--- config.mk ---
export PLATFORM = sky130hd
export DESIGN_NAME = bencode_value_length_scanner_flat
export DESIGN_NICKNAME = d
export VERILOG_FILES = /design/src/sv/bvls_pkg.sv /design/src/sv/bvls_if.sv /design/src/sv/bvls_next.sv /design/src/sv/bencode_value_length_scanner.sv /design/src/flat_wrapper.sv
export SDC_FILE = /design/constraint.sdc
export NUM_CORES = 1
export LEC_CHECK = 0
export BUFFER_PORTS_ARGS = -buffer_cell sky130_fd_sc_hd__buf_4
export CAP_MARGIN = 20
export CORE_MARGIN = 2
export CORE_UTILIZATION = 40
export CTS_CLUSTER_SIZE = 40
export DETAILED_ROUTE_END_ITERATION = 8
export PLACE_DENSITY = 0.55
export SETUP_SLACK_MARGIN = 0.1
export SLEW_MARGIN = 20
export SYNTH_ARGS = -nofsm -noshare
export SYNTH_HDL_FRONTEND = slang
export SYNTH_SLANG_ARGS = --single-unit
--- constraint.sdc ---
create_clock -name clk -period 8.9 [get_ports clk]
set_input_delay 0 -clock clk [delete_from_list [all_inputs] [get_ports clk]]
set_output_delay 0 -clock clk [all_outputs]
set_load 0.01 [all_outputs]
--- src/sv/bvls_pkg.sv ---
// ----------------------------------------------------------------------------
// bvls_pkg: shared definitions for the bencode value length scanner
// parse mode codes, status codes, delimiter bytes and the control struct
// ----------------------------------------------------------------------------
`default_nettype none

package bvls_pkg;

  // parse modes
  localparam logic [2:0] MODE_VALUE_START = 3'd0;
  localparam logic [2:0] MODE_INT_BODY    = 3'd1;
  localparam logic [2:0] MODE_LEN_DIGITS  = 3'd2;
  localparam logic [2:0] MODE_STR_BODY    = 3'd3;
  localparam logic [2:0] MODE_DONE        = 3'd4;
  localparam logic [2:0] MODE_BAD_TYPE    = 3'd5;
  localparam logic [2:0] MODE_OVERFLOW    = 3'd6;

  // result status codes
  localparam logic [1:0] STATUS_COMPLETE  = 2'd0;
  localparam logic [1:0] STATUS_BAD_TYPE  = 2'd1;
  localparam logic [1:0] STATUS_TRUNCATED = 2'd2;
  localparam logic [1:0] STATUS_OVERFLOW  = 2'd3;

  // delimiter bytes
  localparam logic [7:0] CHAR_I     = 8'h69;
  localparam logic [7:0] CHAR_E     = 8'h65;
  localparam logic [7:0] CHAR_L     = 8'h6C;
  localparam logic [7:0] CHAR_D     = 8'h64;
  localparam logic [7:0] CHAR_COLON = 8'h3A;
  localparam logic [7:0] CHAR_ZERO  = 8'h30;
  localparam logic [7:0] CHAR_NINE  = 8'h39;

  localparam int unsigned RADIX = 10;

  typedef struct packed {
    logic [2:0] mode;
    logic       answer_given;
  } scan_ctl_t;

endpackage

`default_nettype wire

--- src/sv/bvls_if.sv ---
// ----------------------------------------------------------------------------
// bvls channel interfaces
// byte input channel and result output channel, valid/ready handshake
// ----------------------------------------------------------------------------
`default_nettype none

interface bvls_in_if;
  logic       valid;
  logic       ready;
  logic [7:0] data_byte;
  logic       last_byte;

  modport source (output valid, output data_byte, output last_byte, input ready);
  modport sink (input valid, input data_byte, input last_byte, output ready);
endinterface

interface bvls_out_if;
  logic        valid;
  logic        ready;
  logic [31:0] value_length;
  logic [1:0]  status;

  modport source (output valid, output value_length, output status, input ready);
  modport sink (input valid, input value_length, input status, output ready);
endinterface

`default_nettype wire

--- src/sv/bvls_next.sv ---
// ----------------------------------------------------------------------------
// bvls_next: per-byte scanner update
// next parse state and result fields for one payload byte
// ----------------------------------------------------------------------------
`default_nettype none

module bvls_next #(
  parameter int MAX_DEPTH = 64,
  parameter int LEN_BITS  = 32,
  parameter int DEPTH_W   = 7
) (
  input  wire bvls_pkg::scan_ctl_t ctl,
  input  wire logic [DEPTH_W-1:0]  depth,
  input  wire logic [LEN_BITS-1:0] slen,
  input  wire logic [LEN_BITS-1:0] pos,
  input  wire logic [7:0]          data_byte,
  output bvls_pkg::scan_ctl_t      ctl_next,
  output logic [DEPTH_W-1:0]       depth_next,
  output logic [LEN_BITS-1:0]      slen_next,
  output logic [LEN_BITS-1:0]      pos_next,
  output logic [31:0]              value_length,
  output logic [1:0]               status
);

  localparam logic [DEPTH_W-1:0] DEPTH_LIMIT = DEPTH_W'(MAX_DEPTH);

  logic                  is_digit;
  logic [3:0]            digit;
  logic [LEN_BITS-1:0]   pos_inc;
  logic [LEN_BITS+3:0]   slen_ext;
  logic [LEN_BITS+3:0]   slen_x10;
  logic                  slen_x10_ovf;
  logic [LEN_BITS:0]     end_sum;
  logic [LEN_BITS-1:0]   slen_dec;
  logic [LEN_BITS+31:0]  pos_wide;
  logic                  finish;
  logic [DEPTH_W-1:0]    finish_depth;

  assign is_digit     = (data_byte >= bvls_pkg::CHAR_ZERO) && (data_byte <= bvls_pkg::CHAR_NINE);
  assign digit        = data_byte[3:0];
  assign pos_inc      = pos + LEN_BITS'(1);
  // times ten plus the digit, as two shifts and two adds
  assign slen_ext     = {4'b0, slen};
  assign slen_x10     = (slen_ext << 3) + (slen_ext << 1) + (LEN_BITS + 4)'(digit);
  assign slen_x10_ovf = |slen_x10[LEN_BITS+3:LEN_BITS];
  // string end offset must stay inside the length range
  assign end_sum      = {1'b0, slen} + {1'b0, pos_inc};
  assign slen_dec     = (slen == '0) ? slen : slen - LEN_BITS'(1);

  always_comb begin
    ctl_next     = ctl;
    depth_next   = depth;
    slen_next    = slen;
    pos_next     = pos;
    finish       = 1'b0;
    finish_depth = depth;
    if (!ctl.answer_given) begin
      if (&pos) begin
        ctl_next.mode         = bvls_pkg::MODE_OVERFLOW;
        ctl_next.answer_given = 1'b1;
      end else begin
        pos_next = pos_inc;
        unique case (ctl.mode)
          bvls_pkg::MODE_VALUE_START: begin
            if (data_byte == bvls_pkg::CHAR_E) begin
              if (depth == '0) begin
                ctl_next.mode         = bvls_pkg::MODE_BAD_TYPE;
                ctl_next.answer_given = 1'b1;
              end else begin
                depth_next   = depth - DEPTH_W'(1);
                finish_depth = depth - DEPTH_W'(1);
                finish       = 1'b1;
              end
            end else if (data_byte == bvls_pkg::CHAR_I) begin
              ctl_next.mode = bvls_pkg::MODE_INT_BODY;
            end else if (data_byte == bvls_pkg::CHAR_L || data_byte == bvls_pkg::CHAR_D) begin
              if (depth >= DEPTH_LIMIT) begin
                ctl_next.mode         = bvls_pkg::MODE_OVERFLOW;
                ctl_next.answer_given = 1'b1;
              end else begin
                depth_next = depth + DEPTH_W'(1);
              end
            end else if (is_digit) begin
              slen_next     = LEN_BITS'(digit);
              ctl_next.mode = bvls_pkg::MODE_LEN_DIGITS;
            end else begin
              ctl_next.mode         = bvls_pkg::MODE_BAD_TYPE;
              ctl_next.answer_given = 1'b1;
            end
          end
          bvls_pkg::MODE_INT_BODY: begin
            if (data_byte == bvls_pkg::CHAR_E) begin
              finish = 1'b1;
            end
          end
          bvls_pkg::MODE_LEN_DIGITS: begin
            if (data_byte == bvls_pkg::CHAR_COLON) begin
              if (end_sum[LEN_BITS]) begin
                ctl_next.mode         = bvls_pkg::MODE_OVERFLOW;
                ctl_next.answer_given = 1'b1;
              end else if (slen == '0) begin
                finish = 1'b1;
              end else begin
                ctl_next.mode = bvls_pkg::MODE_STR_BODY;
              end
            end else if (is_digit) begin
              if (slen_x10_ovf) begin
                ctl_next.mode         = bvls_pkg::MODE_OVERFLOW;
                ctl_next.answer_given = 1'b1;
              end else begin
                slen_next = slen_x10[LEN_BITS-1:0];
              end
            end else begin
              ctl_next.mode         = bvls_pkg::MODE_BAD_TYPE;
              ctl_next.answer_given = 1'b1;
            end
          end
          bvls_pkg::MODE_STR_BODY: begin
            slen_next = slen_dec;
            if (slen_dec == '0) begin
              finish = 1'b1;
            end
          end
          default: begin
            ctl_next.mode         = bvls_pkg::MODE_BAD_TYPE;
            ctl_next.answer_given = 1'b1;
          end
        endcase
        // a value closed: top level ends the scan, nested one starts a sibling
        if (finish) begin
          ctl_next.mode = (finish_depth == '0) ? bvls_pkg::MODE_DONE
                                               : bvls_pkg::MODE_VALUE_START;
          if (finish_depth == '0) begin
            ctl_next.answer_given = 1'b1;
          end
        end
      end
    end
  end

  assign pos_wide = {32'b0, pos_next};

  always_comb begin
    value_length = '0;
    unique case (ctl_next.mode)
      bvls_pkg::MODE_DONE: begin
        status       = bvls_pkg::STATUS_COMPLETE;
        value_length = pos_wide[31:0];
      end
      bvls_pkg::MODE_BAD_TYPE: status = bvls_pkg::STATUS_BAD_TYPE;
      bvls_pkg::MODE_OVERFLOW: status = bvls_pkg::STATUS_OVERFLOW;
      default:                 status = bvls_pkg::STATUS_TRUNCATED;
    endcase
  end

endmodule

`default_nettype wire

--- src/sv/bencode_value_length_scanner.sv ---
// ----------------------------------------------------------------------------
// bencode_value_length_scanner: byte length of the first bencoded value
//
// usage
//   in_bytes carries one payload word per handshake: data_byte and last_byte,
//   last_byte marking the final byte of the payload. results carries one word
//   per payload, value_length and status, handed over with valid/ready.
//   status: complete, bad type byte, truncated, or depth/length overflow;
//   value_length is zero unless the value completed.
//   an accepted byte lands in an input register and is scanned from there; a
//   last byte waits for a free result register to take its word. throughput
//   is one byte per cycle while no last byte waits: the scan state update is
//   a single pass of compare, add and shift logic between the input and state
//   registers. bytes after the value are consumed and ignored until last_byte.
//   when results stalls, the result register holds its word; bytes still flow
//   until a second last byte reaches the scanner, which then waits for the
//   result register to drain, and in_bytes.ready drops once that backs up.
//   rst (synchronous) empties both registers and returns the scan state to
//   the start of a payload; after the last byte the state returns there too.
// ----------------------------------------------------------------------------
`default_nettype none

module bencode_value_length_scanner #(
  parameter int MAX_DEPTH = 64,
  parameter int LEN_BITS  = 32
) (
  input  wire logic  clk,
  input  wire logic  rst,
  bvls_in_if.sink    in_bytes,
  bvls_out_if.source results
);

  // depth counter must hold MAX_DEPTH itself
  localparam int DEPTH_W = $clog2(MAX_DEPTH + 1);

  // input register
  logic       in_valid;
  logic [7:0] in_data;
  logic       in_last;

  // scan state
  bvls_pkg::scan_ctl_t   ctl;
  logic [DEPTH_W-1:0]    depth;
  logic [LEN_BITS-1:0]   slen;
  logic [LEN_BITS-1:0]   pos;

  // next state from the scanner
  bvls_pkg::scan_ctl_t   ctl_next;
  logic [DEPTH_W-1:0]    depth_next;
  logic [LEN_BITS-1:0]   slen_next;
  logic [LEN_BITS-1:0]   pos_next;
  logic [31:0]           length_next;
  logic [1:0]            status_next;

  // result register
  logic        out_valid;
  logic [31:0] out_length;
  logic [1:0]  out_status;

  logic out_free;
  logic scan_go;
  logic in_take;

  // result slot frees up this cycle if empty or being taken
  assign out_free = !out_valid || results.ready;
  // a buffered byte is scanned unless it ends a payload and the slot is full
  assign scan_go  = in_valid && (!in_last || out_free);
  assign in_bytes.ready = !in_valid || scan_go;
  assign in_take  = in_bytes.valid && in_bytes.ready;

  bvls_next #(
    .MAX_DEPTH (MAX_DEPTH),
    .LEN_BITS  (LEN_BITS),
    .DEPTH_W   (DEPTH_W)
  ) u_next (
    .ctl          (ctl),
    .depth        (depth),
    .slen         (slen),
    .pos          (pos),
    .data_byte    (in_data),
    .ctl_next     (ctl_next),
    .depth_next   (depth_next),
    .slen_next    (slen_next),
    .pos_next     (pos_next),
    .value_length (length_next),
    .status       (status_next)
  );

  // input register
  always_ff @(posedge clk) begin
    if (rst) begin
      in_valid <= 1'b0;
    end else if (in_bytes.ready) begin
      in_valid <= in_bytes.valid;
    end
    if (in_take) begin
      in_data <= in_bytes.data_byte;
      in_last <= in_bytes.last_byte;
    end
  end

  // scan state: back to payload start after the last byte
  always_ff @(posedge clk) begin
    if (rst || (scan_go && in_last)) begin
      ctl.mode         <= bvls_pkg::MODE_VALUE_START;
      ctl.answer_given <= 1'b0;
      depth            <= '0;
      slen             <= '0;
      pos              <= '0;
    end else if (scan_go) begin
      ctl   <= ctl_next;
      depth <= depth_next;
      slen  <= slen_next;
      pos   <= pos_next;
    end
  end

  // result register
  always_ff @(posedge clk) begin
    if (rst) begin
      out_valid <= 1'b0;
    end else if (scan_go && in_last) begin
      out_valid <= 1'b1;
    end else if (results.ready) begin
      out_valid <= 1'b0;
    end
    if (scan_go && in_last) begin
      out_length <= length_next;
      out_status <= status_next;
    end
  end

  assign results.valid        = out_valid;
  assign results.value_length = out_length;
  assign results.status       = out_status;

endmodule

`default_nettype wire

--- src/flat_wrapper.sv ---
// flat-port wrapper written by rule: the top's interface ports become plain ports
module bencode_value_length_scanner_flat 
#(
  parameter int MAX_DEPTH = 64,
  parameter int LEN_BITS  = 32
)
  (clk, rst, in_bytes_valid, in_bytes_data_byte, in_bytes_last_byte, in_bytes_ready, results_valid, results_value_length, results_status, results_ready);
  bvls_in_if in_bytes_i ();
  bvls_out_if results_i ();
  input  wire logic clk;
  input  wire logic rst;
  input wire logic [$bits(in_bytes_i.valid)-1:0] in_bytes_valid;
  input wire logic [$bits(in_bytes_i.data_byte)-1:0] in_bytes_data_byte;
  input wire logic [$bits(in_bytes_i.last_byte)-1:0] in_bytes_last_byte;
  output wire logic [$bits(in_bytes_i.ready)-1:0] in_bytes_ready;
  output wire logic [$bits(results_i.valid)-1:0] results_valid;
  output wire logic [$bits(results_i.value_length)-1:0] results_value_length;
  output wire logic [$bits(results_i.status)-1:0] results_status;
  input wire logic [$bits(results_i.ready)-1:0] results_ready;
  assign in_bytes_i.valid = in_bytes_valid;
  assign in_bytes_i.data_byte = in_bytes_data_byte;
  assign in_bytes_i.last_byte = in_bytes_last_byte;
  assign in_bytes_ready = in_bytes_i.ready;
  assign results_valid = results_i.valid;
  assign results_value_length = results_i.value_length;
  assign results_status = results_i.status;
  assign results_i.ready = results_ready;
  bencode_value_length_scanner #(.MAX_DEPTH(MAX_DEPTH), .LEN_BITS(LEN_BITS)) u_core (.clk(clk), .rst(rst), .in_bytes(in_bytes_i), .results(results_i));
endmodule
**Word-level counts from Yosys, hierarchy flattened**

Index checks and enable logic that the tools add are counted.

- Flip-flop bits (word level): 120
- Input port bits: 13
- Output and inout bits: 36
- Logic and storage cells: 121

- Add/subtract/negate cells: 7
- $lt $le $gt $ge: 3
- Eq/ne operators: 20
- Muxes and demuxes: 53
- Bitwise logic cells: 2
- Reductions and logical operators: 25

Operator list:

| operator | number |
|---|---|
| two-way mux 32 bit | 10 |
| one-hot mux 32 bit (3 select lines) | 1 |
| logical NOT 32 bit | 2 |
| two-way mux 7 bit | 9 |
| two-way mux 4 bit | 10 |
| adder 35 x 33 -> 36 bit | 1 |
| adder 36 x 4 -> 36 bit | 1 |
| adder 32 x 32 -> 33 bit | 1 |
| adder 32 x 1 -> 32 bit (second input constant) | 1 |
| equality test 8 x 7 -> 1 bit (second input constant) | 4 |
| AND reduction 32 bit | 1 |
| subtractor 32 x 1 -> 32 bit (second input constant) | 1 |
| inequality test 2 bit (second input constant) | 9 |
| two-way mux 1 bit | 15 |
| two-way mux 3 bit | 5 |
| logical NOT 7 bit | 2 |
| one-hot mux 4 bit (3 select lines) | 1 |
| AND reduction 11 bit | 1 |
| equality test 3 bit (second input constant) | 3 |
| equality test 8 x 6 -> 1 bit (second input constant) | 1 |
| >= comparator 8 x 6 -> 1 bit (second input constant) | 1 |
| <= comparator 8 x 6 -> 1 bit (second input constant) | 1 |
| adder 7 x 1 -> 7 bit (second input constant) | 1 |
| >= comparator 7 bit (second input constant) | 1 |
| other kinds (15) | 27 |

**Logic depth before layout (Yosys ltp)**

- Word-level depth: 13
- Depth in mapped cells: 23
- Depth with buffers taken out: 21

**Cells and area by module**

Synthesis repeated with hierarchy kept, for this count alone.

- Cell total of the unflattened synthesis: 1227
- Area, all modules: 10327.4 µm²

By module, submodules not included:

| module | times used | cells an instance | area each (µm²) | sequential area each (µm²) |
|---|---|---|---|---|
| bvls_next | 1 | 1004 | 6656.4 | 0.0 |
| bencode_value_length_scanner | 1 | 223 | 3671.0 | 2832.7 |

**Least setup slack after synthesis**

Ideal clock, no wire load.

- Path type: reg2reg
- Start point: reg u_core.pos[0]
- End point: reg u_core.out_length[0] (netlist: u_core.results.value_length[0]) (data pin)
- Library setup time: 255 ps
- Arrival time: 4638 ps
- Data required time: 8645 ps
- Setup slack: 4007 ps
- Cell stages (with the launch flop): 24
- Buffers on the path: 2
- Clock period less this slack: 4893 ps
- Cells stage by stage: dfxtp_1 -> ha_1 -> nand3_1 -> nor2_1 -> and3_1 -> and4_1 -> clkbuf_1 -> and2_1 -> nand4_1 -> xnor2_1 -> inv_1 -> ha_1 -> and3_1 -> nand4_1 -> or3_1 -> or2_2 -> o311a_1 -> nand4_1 -> o41ai_2 -> a2bb2oi_1 -> a211o_1 -> o2111ai_4 -> buf_6 -> nor2_2

- Longest elaborated chain between the ends: 11
- Elaborated cells between the ends (all ways): 17
- Those cells by class: add/sub (2); eq/ne (1); mux (13); reduce/logical (1)

Ends and longest elaborated chain:

| element | line | text |
|---|---|---|
| start, declared | bencode_value_length_scanner.sv:45 | `logic [LEN_BITS-1:0] pos;` |
| start signal, assigned | bencode_value_length_scanner.sv:114 | `pos <= pos_next;` |
| adder 32 x 1 -> 32 bit | bvls_next.sv:41 | `assign pos_inc = pos + LEN_BITS'(1);` |
| adder 32 x 32 -> 33 bit | bvls_next.sv:47 | `assign end_sum = {1'b0, slen} + {1'b0, pos_inc};` |
| two-way mux 1 bit | bvls_next.sv:98 | `if (end_sum[LEN_BITS]) begin` |
| two-way mux 1 bit | bvls_next.sv:97 | `if (data_byte == bvls_pkg::CHAR_COLON) begin` |
| one-hot mux 1 bit (4 select lines) | bvls_next.sv:63 | `unique case (ctl.mode)` |
| two-way mux 1 bit | bvls_next.sv:58 | `if (&pos) begin` |
| two-way mux 1 bit | bvls_next.sv:57 | `if (!ctl.answer_given) begin` |
| two-way mux 4 bit | bvls_next.sv:130 | `if (finish) begin` |
| two-way mux 4 bit | bvls_next.sv:58 |  |
| two-way mux 4 bit | bvls_next.sv:57 |  |
| equality test 3 bit | bvls_next.sv:145 | `unique case (ctl_next.mode)` |
| end signal, assigned | bencode_value_length_scanner.sv:128 | `out_length <= length_next;` |
| end, declared | bencode_value_length_scanner.sv:57 | `logic [31:0] out_length;` |

Parallel ways exist; a longest one is shown, timed or not. The select of a mux whose other input is x is not followed.
A chain may end at the register's enable or synchronous reset.

**Worst setup path after layout**

- Start point: reg u_core.pos[0]
- End point: reg u_core.out_length[30] (netlist: u_core.results.value_length[30]) (data pin)

The elaborated chain is that of the path after synthesis.

==> flow_summary.rst <==
.. list-table::
   :header-rows: 1

   * - Metric
     - Value
   * - Run status
     - finished clean
   * - Filler-free cell count of the finished design
     - between 1500 and 2000
   * - Setup CP Type
     - reg -> reg
   * - Startpoint Class
     - register
   * - Overall die height
     - approximately 160 um
   * - CTS H-tree depth
     - 4
   * - Clock skew
     - 0.01227 ns
   * - Nets in the synthesized netlist
     - approximately 1400
   * - Number of flops mapped to enable cells by yosys
     - 43
   * - Worst hold slack across all endpoints
     - roughly 0.19 ns
   * - Synth cell types
     - 76
   * - Leakage
     - approximately 4.8 nW
   * - Final standard cell utilization of the core
     - 46.31%
   * - Actual transition at the worst max-transition pin
     - 1.063 ns
   * - Detailed Place HPWL
     - around 21000 um
   * - DRC
     - 0
   * - Arr. time, crit path
     - around 6.2 ns
   * - Number of filler cells placed in the layout
     - around 2500
   * - Remaining Overflow, GRT
     - 0
   * - Post-Syn Instances
     - between 1000 and 1500
   * - Std cell rows
     - 57
   * - Source-to-sink clock delay at the later pin of the worst-skew pair
     - about 0.43 ns
   * - Worst VDD drop
     - about 0.13 mV
   * - Via count of the first global-routing pass
     - roughly 8900
   * - Setup total negative slack
     - 0 ns
   * - Average cell area after synthesis
     - around 8.0 um^2
   * - Number of maximum-capacitance constraint violations
     - 0
   * - Max-slew violation total from the final report
     - 0
   * - Core Box Area
     - ~0.024 mm^2
   * - Drt first-iter violations
     - slightly above 800
   * - Overall Global Routing Usage
     - 22.91%
   * - Chip Width
     - about 160 um
   * - Setup repair after global routing missed its margin
     - no
   * - Path class of the lowest-slack min-delay path
     - in -> reg
   * - Worst-path clk slew
     - roughly 0.060 ns
   * - Final weighted congestion in routability-driven placement
     - between 0.9 and 1
   * - PortBufs
     - 48
   * - Layout cells sized above 1
     - under 10%
   * - Layout net count
     - approximately 1400
   * - Power per cell area
     - approximately 130 mW/mm^2
   * - Number of CTS-inserted buffers
     - 17
   * - Critical path data required time
     - 9.14 ns
   * - Area delta synth->final
     - 13.06%
   * - Initial core utilization
     - approximately two fifths
   * - Cell chosen for the clock root
     - sky130_fd_sc_hd__clkbuf_16
   * - Largest net degree at the start of global routing
     - 69
   * - Async SR Flop Fraction
     - 0%
   * - Per-cell via count in the routed design
     - 5.764
   * - Initial antenna violation count
     - 0
   * - Min cycle time layout
     - approximately 6.0 ns
   * - Tcrit/Tclk final
     - around 67%
   * - Total detailed-routing wirelength
     - 29410 um
   * - Post-Place Setup Slack
     - a little over 3 ns
   * - Worst-path fanout max
     - 32
   * - Longest Clk Path Bufs
     - 2
   * - Hold Vio Cnt, Final
     - 0
   * - Sequential element share of the synthesized area
     - between 20 and 30%
   * - Die Area
     - around 0.026 mm^2
   * - Post-CTS resize count
     - 0
   * - Cell taking the most area after synthesis
     - sky130_fd_sc_hd__dfxtp_1
   * - Final number of setup-violating endpoints
     - 0
   * - Worst setup margin
     - between 2 and 3 ns
   * - Most instantiated flip-flop cell in the synthesis netlist
     - sky130_fd_sc_hd__dfxtp_1
   * - Number of clock sinks seen by CTS
     - 120
   * - Biggest area contributors in the synthesized netlist
     - sky130_fd_sc_hd__dfxtp_1 (15%), sky130_fd_sc_hd__edfxtp_1 (13%), sky130_fd_sc_hd__ha_1 (12%)
   * - Maximum achievable frequency
     - ~170 MHz
   * - TritonCTS clock tree
     - built
   * - Cell area after synthesis
     - ~0.01 mm^2
   * - Number of ports placed on the die boundary
     - 49
   * - Warnings from Yosys
     - 0
   * - Top cell type's share of synthesized area
     - between 10% and 20%
   * - Leading post-synthesis cells by instance count
     - sky130_fd_sc_hd__nor2_1 (152), sky130_fd_sc_hd__nand2_1 (129), sky130_fd_sc_hd__ha_1 (98)
   * - First-pass detailed-route iteration total
     - 5
   * - Number of storage elements in the synthesis netlist
     - between 100 and 150
   * - Wire length of the first global-routing pass
     - slightly below 50000 um
   * - Antenna violation net count after detailed routing
     - 0
   * - Number of placed instances, taps included
     - about 1600
   * - Drt wl/cell
     - approximately 18 um
   * - Count of inserted antenna diode cells
     - 0
   * - Worst slew margin relative to its limit
     - around 29%
   * - Crit path capture type
     - register
   * - DR vias
     - 9269
   * - Dominant cell by count in the synthesized netlist
     - sky130_fd_sc_hd__nor2_1
[worst paths after layout]
check / start / endpoint / slack [ns] / cells after the start
worst max-delay path: u_core.pos[0] / u_core.results.value_length[30] / 2.95 / 21
worst min-delay path: results_ready / u_core.ctl[1] / 0.19 / 5
worst max register to register: u_core.pos[0] / u_core.results.value_length[30] / 2.95 / 21
worst min register to register: u_core.pos[1] / u_core.pos[1] / 0.51 / 2
[what timing repair did]
item                                   in CTS  in global routing
buffers inserted                            0                  0
hold buffers                               13                  0
endpoints found under the hold margin      11                  0
[metal layers]
metal	GRT usage (%)	vias to the layer above	wire [um]	share of wire [%]
li1	-	4581	-	-
met1	31.75	4408	13950	47
met2	37.56	252	13860	47
met3	3.703	28	1308	4.4
met4	5.109	0	287	0.98
met5	0	-	0	0
[registers in the layout (all words and copies together), names as in the netlist]
name                         count
u_core.in_data                   8
u_core.results.valid             1
u_core.pos                      32
u_core.depth                     7
u_core.in_valid                  1
u_core.in_last                   1
u_core.ctl                       4
u_core.results.value_length     32
u_core.results.status            2
u_core.slen                     32
[final cells by class]
cell class | instances | area [um^2] | share of cell area [%]
timing repair buffer | 70 | 558.0 | 4.940
inverter | 29 | 108.9 | 0.9637
clock buffer | 18 | 429.2 | 3.799
sequential | 120 | 2833 | 25.08
clock inverter | 14 | 173.9 | 1.540
multi-input combinational | 1033 | 6788 | 60.09
tap | 324 | 405.4 | 3.589
[worst max-delay path, stage by stage (launching register included)]
cell and delay, ns:
sky130_fd_sc_hd__dfxtp_1 0.44, sky130_fd_sc_hd__ha_1 0.27, sky130_fd_sc_hd__nand3_1 0.19, sky130_fd_sc_hd__nor2_1 0.35, sky130_fd_sc_hd__and3_1 0.31, sky130_fd_sc_hd__and3_1 0.25
sky130_fd_sc_hd__and3_1 0.25, sky130_fd_sc_hd__and3_1 0.25, sky130_fd_sc_hd__and3_1 0.25, sky130_fd_sc_hd__and3_1 0.23, sky130_fd_sc_hd__xor2_1 0.22, sky130_fd_sc_hd__ha_1 0.27
sky130_fd_sc_hd__nor2b_1 0.13, sky130_fd_sc_hd__o21ai_0 0.15, sky130_fd_sc_hd__a21oi_1 0.09, sky130_fd_sc_hd__o31ai_1 0.43, sky130_fd_sc_hd__nand4_1 0.19, sky130_fd_sc_hd__o41ai_2 0.13
sky130_fd_sc_hd__a2bb2oi_1 0.24, sky130_fd_sc_hd__a211o_1 0.22, sky130_fd_sc_hd__o2111ai_4 0.53, sky130_fd_sc_hd__a221oi_2 0.36
[placed cells by master (no fill, tap or decap), types with 13 or more instances in the layout]
master	Yosys	routed
sky130_fd_sc_hd__and3_1	22	22
sky130_fd_sc_hd__nor2_1	152	152
sky130_fd_sc_hd__a21o_1	17	17
sky130_fd_sc_hd__nand3_1	38	38
sky130_fd_sc_hd__xor2_1	70	70
sky130_fd_sc_hd__ha_1	98	98
sky130_fd_sc_hd__o21ai_0	85	85
sky130_fd_sc_hd__or3_1	18	18
sky130_fd_sc_hd__xnor2_1	52	52
sky130_fd_sc_hd__inv_1	29	29
sky130_fd_sc_hd__dlygate4sd3_1	0	13
sky130_fd_sc_hd__nand4_1	19	19
sky130_fd_sc_hd__dfxtp_1	77	77
sky130_fd_sc_hd__a31oi_1	16	14
sky130_fd_sc_hd__a21oi_1	95	95
sky130_fd_sc_hd__nor3_1	34	34
sky130_fd_sc_hd__clkbuf_16	0	17
sky130_fd_sc_hd__nor4_1	13	13
sky130_fd_sc_hd__edfxtp_1	43	43
sky130_fd_sc_hd__buf_4	0	57
sky130_fd_sc_hd__nand2_1	129	129
[per-stage QoR]
stage	cell area, um^2	total power [mW]
after floorplan	9991	0.7006
after global placement	10560	0.7443
after detailed placement	10560	0.7446
after CTS	11290	1.460
after global routing	11300	1.506
final	11300	1.454
[report_power, final]
part	leakage (nW)	internal, mW	switching [mW]
Combinational	3.45	0.0502	0.101
Clock	0.295	0.442	0.273
Sequential	1.07	0.576	0.0120
[logic make-up after synthesis]
logic type	synth area share (%)
compound gates	20.09
xor+xnor	10.70
fa+ha+maj	12.67
buf+inv	3.895
flops	28.35
mux	0.5010
simple gates	23.79
No activity file was read; power rests on OpenSTA's default activity.
